===== src/rtl/div64_pkg.sv =====
package div64_pkg;

  localparam int NUM_W     = 64;
  localparam int DEN_W     = 32;
  // One quotient bit is resolved in each cell of the chain.
  localparam int DIV_STEPS = NUM_W;

  typedef struct packed {
    logic             op;
    logic [NUM_W-1:0] dividend;
    logic [DEN_W-1:0] divisor;
  } in_t;

  typedef struct packed {
    logic [NUM_W-1:0] quotient;
    logic [NUM_W-1:0] remainder;
    logic             div_by_zero;
  } out_t;

  // Working state that travels from cell to cell.
  typedef struct packed {
    logic             vld;
    logic             dbz;
    logic             q_neg;
    logic             r_neg;
    logic [DEN_W-1:0] den;
    logic [DEN_W-1:0] rem;
    logic [NUM_W-1:0] dq;
  } cell_t;

endpackage


===== src/rtl/div64_cell.sv =====
module div64_cell
  import div64_pkg::*;
(
  input  logic  clk,
  input  logic  rst_n,
  input  cell_t cell_in,
  output cell_t cell_out
);

  // The upper bits of dq hold the dividend bits still to be consumed; the lower bits
  // collect quotient bits as they are resolved.
  logic [DEN_W:0]   rem_sh;
  logic [DEN_W+1:0] diff;
  logic             ge;
  logic [DEN_W-1:0] rem_nxt;
  logic [NUM_W-1:0] dq_nxt;
  logic             vld_r;
  cell_t            data_r;

  always_comb begin
    rem_sh = {cell_in.rem, cell_in.dq[NUM_W-1]};
    diff   = {1'b0, rem_sh} - {2'b00, cell_in.den};
    ge     = ~diff[DEN_W+1];
    if (cell_in.dbz) begin
      // A zero divisor leaves the dividend in place for the remainder field.
      rem_nxt = cell_in.rem;
      dq_nxt  = cell_in.dq;
    end else begin
      rem_nxt = ge ? diff[DEN_W-1:0] : rem_sh[DEN_W-1:0];
      dq_nxt  = {cell_in.dq[NUM_W-2:0], ge};
    end
  end

  always_ff @(posedge clk) begin
    if (!rst_n) begin
      vld_r <= 1'b0;
    end else begin
      vld_r <= cell_in.vld;
    end
    data_r.vld   <= 1'b0;
    data_r.dbz   <= cell_in.dbz;
    data_r.q_neg <= cell_in.q_neg;
    data_r.r_neg <= cell_in.r_neg;
    data_r.den   <= cell_in.den;
    data_r.rem   <= rem_nxt;
    data_r.dq    <= dq_nxt;
  end

  always_comb begin
    cell_out     = data_r;
    cell_out.vld = vld_r;
  end

endmodule


===== config.mk =====
export PLATFORM = sky130hd
export DESIGN_NAME = div64_cell
export DESIGN_NICKNAME = d
export VERILOG_FILES = /design/src/rtl/div64_pkg.sv /design/src/rtl/div64_cell.sv
export SDC_FILE = /design/constraint.sdc
export NUM_CORES = 1
export LEC_CHECK = 0
export ABC_CLOCK_PERIOD_IN_PS = 3300
export BUFFER_PORTS_ARGS = -buffer_cell sky130_fd_sc_hd__buf_2
export CAP_MARGIN = 30
export CORE_UTILIZATION = 35
export CTS_BUF_LIST = sky130_fd_sc_hd__clkbuf_8 sky130_fd_sc_hd__clkbuf_16
export DETAILED_ROUTE_END_ITERATION = 8
export SKIP_CTS_REPAIR_TIMING = 1
export SYNTH_ARGS = -nofsm -noshare
export SYNTH_HDL_FRONTEND = slang
export SYNTH_SLANG_ARGS = --single-unit

===== constraint.sdc =====
create_clock -name clk -period 3.3 [get_ports clk]
set_clock_uncertainty 0.15 [all_clocks]
set_input_delay 0.165 -clock clk [delete_from_list [all_inputs] [get_ports clk]]
set_output_delay 0.165 -clock clk [all_outputs]
set_load 0.02 [all_outputs]

==> After elaboration in Yosys (flattened, before gate mapping) <==
Index checks and enable logic that the tools add are counted.
{ "word_totals": {"register_bits": 132, "output_inout_bits": 132, "elab_cells": 12, "input_bits": 134} }
{ "op_classes": {"n_addsub": 1, "n_bitwise": 1, "mux": 3} }
{ "op_table": {"columns": ["operator", "count"], "rows": [
  ["2-to-1 mux 32 bit", 2],
  ["2-to-1 mux 64 bit", 1],
  ["subtractor 33 x 32 -> 34 bit", 1],
  ["inverter 1 bit", 1]
]} }

==> Logic depth before layout (Yosys ltp) <==
{ "logic_depth": {"depth_word": 3, "mapped_depth": 14, "ltp_nobuf": 13} }

==> Least setup slack after synthesis <==
OpenSTA, ideal clock, no wires.
{ "synth_timing": {"path_kind": "input to register", "start": "input port cell_in[122] (netlist bit)", "end": "register data_r (netlist bit cell_out[72])", "t_required_ns": 3.029, "stages": 14, "path_slack_ns": 0.664, "arrival_ns": 2.365, "setup_time_ns": 0.121, "cell_sequence": "inv_1 -> ha_1 -> buf_6 -> a21o_1 -> a21o_1 -> a211oi_2 -> o21ai_1 -> a211o_1 -> a41o_1 -> buf_6 -> buf_6 -> nor2_1 -> a21oi_1 -> mux2_2"} }
{ "synth_between": {"elab_chain_len": 3} }
{ "synth_rtl": {"columns": ["element", "line", "rtl"], "rows": [
  ["start, declared", "div64_cell.sv:6", "input cell_t cell_in,"],
  ["subtractor 33 x 32 -> 34 bit", "div64_cell.sv:22", "diff = {1'b0, rem_sh} - {2'b00, cell_in.den};"],
  ["2-to-1 mux 32 bit", "div64_cell.sv:29", "rem_nxt = ge ? diff[DEN_W-1:0] : rem_sh[DEN_W-1:0];"],
  ["2-to-1 mux 32 bit", "div64_cell.sv:24", "if (cell_in.dbz) begin"],
  ["named net rem_nxt[8]", "div64_cell.sv:15", "logic [DEN_W-1:0] rem_nxt;"],
  ["end, declared", "div64_cell.sv:18", "cell_t data_r;"]
]} }
The timed path passes the listed nets, and every way through them passes these cells.
A chain may end at the register's enable or synchronous reset.

==> Worst setup path after layout <==
{ "layout_timing": {"start": "input port cell_in[81] (netlist bit)", "end": "register data_r (netlist bit cell_out[76])"} }
Same word-level chain as after synthesis.

==> impl_results.md <==
- IO Pins: 266
- Antenna Cells: 0
- Top FF cell, synth: dfxtp_1
- Fin crit period: 3.079 ns
- HPWL after DPL: 12.14 mm
- Maxcap violations: 0
- DIE AREA: 17590 sq um
- Nets: approximately 1200
- Final setup margin: 0.2209 ns
- Chip Width: 132.6 um
- Largest net degree at the start of global routing: between 40 and 50
- Post-synth EDFFs: 0
- Area Growth Syn to Fin: 60.64%
- Core area: 16640 sq um
- Tot Pwr: 4767 uW
- Fin crit share: 93.30%
- Max_slew headroom: about three fifths
- GRT Resource Usage Total: roughly 18%
- GPL Wtd Cong: approximately 0.83
- CTS buffer count: 17
- TritonRoute pass-1 iters: 4
- WHS: -0.01660 ns
- Hold Violations, Final: 1
- Final WL: 17.93 mm
- Cell Area, Synth: 5973 sq um
- Syn avg cell area: between 9 and 10 sq um
- FP Rows: 47
- Die H: 132.6 um
- Asr flop ratio synth: 0%
- Vias/cell: 4.609
- Peak VDD IR: 0.3478 mV
- Fillers: 1460
- Power per cell area: 496.8 nW/um^2
- RSZ-0062 raised after global routing: false
- Most frequent cell after synthesis: dfxtp_1
- Synthesized flop and latch total: 132
- P_leak: 0.004527 uW
- Top cell type's share of synthesized area: 44.24%
- FMAX: roughly 320 MHz
- Clk Tree Root Cell: clkbuf_16
- Worst Tran Pin Value: 0.5775 ns
- # DRC: 0
- CP max FO: 33
- Critical Path Start Type: input pin
- CTS Buffer Depth: 2
- Clock Pin Slew Worst Setup and Hold Paths: ~0.060 ns
- Max-slew violation count: 0
- First-pass GRT wire length: 25.00 mm
- Outcome: finished with violations
- Mapped Cells: 605
- Drt wl/cell: 14.28 um
- TritonCTS clock tree: done
- Critical path type: in -> reg
- Distinct cells, synth: 56
- Vias: 5784
- Largest area contributor in the netlist: dfxtp_1
- Setup TNS: 0 ns
- H-Tree Depth: 4
- YS warnings: 0
- Worst Setup SP: cell_in[81]
- DRT iter0 DRCs: 232
- Clock sink count: roughly 130
- GRT Residual Overflow: 0
- Arrival time worst endpoint: 3.23 ns
- Crit path to: cell_out[76]$_DFF_P_
- Worst Setup End Kind: register
- Post-route ant nets: 0
- Commonest cells post-synth: dfxtp_1, mux2_2, a21oi_1
- Vias in the first global route: 5162
- Main area contributors after synthesis: dfxtp_1, mux2_2, ha_1
- Layout cell share with drive strength beyond 1: 37.97%
- Finish-stage setup viols: 0
- IO buf count: 265
- Syn Nets: a little under 800
- Req. time, crit path: between 3 and 4 ns
- Worst min path class: in -> reg
- Failing checks: hold timing
- Effective utilization at floorplan: around 36%
- Pre-CTS setup slack: 0.2043 ns
- Initial antenna violation count: 0
- Sequential share of the synthesized area: 44.24%
-- how the worst min path moves through the flow --
stage	slack (ns)	start	depth (start not counted)	to
after floorplan	0.04	cell_in[100]	0	cell_out[100]$_DFF_P_
after global placement	0.12	cell_in[129]	1	cell_out[129]$_DFF_P_
after detailed placement	0.12	cell_in[128]	1	cell_out[128]$_DFF_P_
after CTS	-0.33	cell_in[128]	1	cell_out[128]$_DFF_P_
after global routing	0.009	cell_in[67]	4	cell_out[68]$_DFF_P_
final	-0.02	cell_in[67]	4	cell_out[68]$_DFF_P_
-- where the power goes --
group          internal (uW)  switching [uW]
clock                   1070             721
combinational            558             644
sequential              1740            33.7
total                   3370            1400
-- state kept, by name, summed over array words and instances (netlist names) --
register  cells
vld_r         1
cell_out    131
-- cell type report --
| cell class | instances | area, sq um | share of cell area, % |
|---|---|---|---|
| multi-input combinational | 405 | 3035 | 31.63 |
| timing repair buffer | 427 | 2930 | 30.54 |
| sequential | 132 | 2643 | 27.54 |
| clock buffer | 19 | 452.9 | 4.720 |
| tap | 220 | 275.3 | 2.869 |
| inverter | 40 | 150.1 | 1.565 |
| clock inverter | 12 | 108.9 | 1.134 |
-- stage by stage --
step / instance area (sq um) / utilization, % / hold WS (ns) / cells
after floorplan: 5973 / - / 0.04272 / 605
after global placement: 7492 / 45.02 / 0.1216 / 1070
after detailed placement: 7492 / 45.02 / 0.1186 / 1070
after CTS: 8054 / 48.39 / -0.3293 / 1101
after global routing: 9595 / 57.66 / 0.009100 / 1255
final: 9595 / 57.66 / -0.01660 / 1255
-- metal layers --
metal | vias up | GRT usage [%] | wire (um)
li1 | 2959 | - | -
met1 | 2631 | 20.86 | 7683
met2 | 172 | 31.37 | 8800
met3 | 22 | 6.743 | 1172
met4 | 0 | 5.172 | 269
met5 | - | 0 | 0
-- placed cells by master, fill, tap and decap left out, types with 9 or more instances in the layout --
| master | instances |
|---|---|
| xor2_1 | 12 |
| dfxtp_1 | 132 |
| a21oi_1 | 52 |
| a21o_1 | 13 |
| dlygate4sd3_1 | 154 |
| inv_1 | 41 |
| buf_2 | 264 |
| clkbuf_16 | 17 |
| nand2_1 | 42 |
| nor2_1 | 37 |
| nor3_1 | 12 |
| xnor2_1 | 12 |
| buf_4 | 9 |
| o21ai_0 | 21 |
| mux2_2 | 80 |
| ha_1 | 32 |
-- worst max-delay path: stages --
cell and delay [ns]:
dlygate4sd3_1 0.53, buf_2 0.14, ha_1 0.36, a21oi_1 0.40
o2111ai_1 0.21, a21oi_1 0.20, a21bo_2 0.28, a41o_1 0.23
buf_4 0.25, nor2_1 0.13, a21oi_1 0.04, mux2_2 0.28
-- cells by family after synthesis --
family / share of synthesized area (%)
adder cells (fa/ha/maj): 7.038
AO/OA/AOI/OAI: 13.83
buffers and inverters: 4.943
AND/OR/NAND/NOR: 11.02
XOR/XNOR: 3.519
flip-flops: 44.24
multiplexers: 15.42
Note: power is estimated with default switching activity, not from simulation.
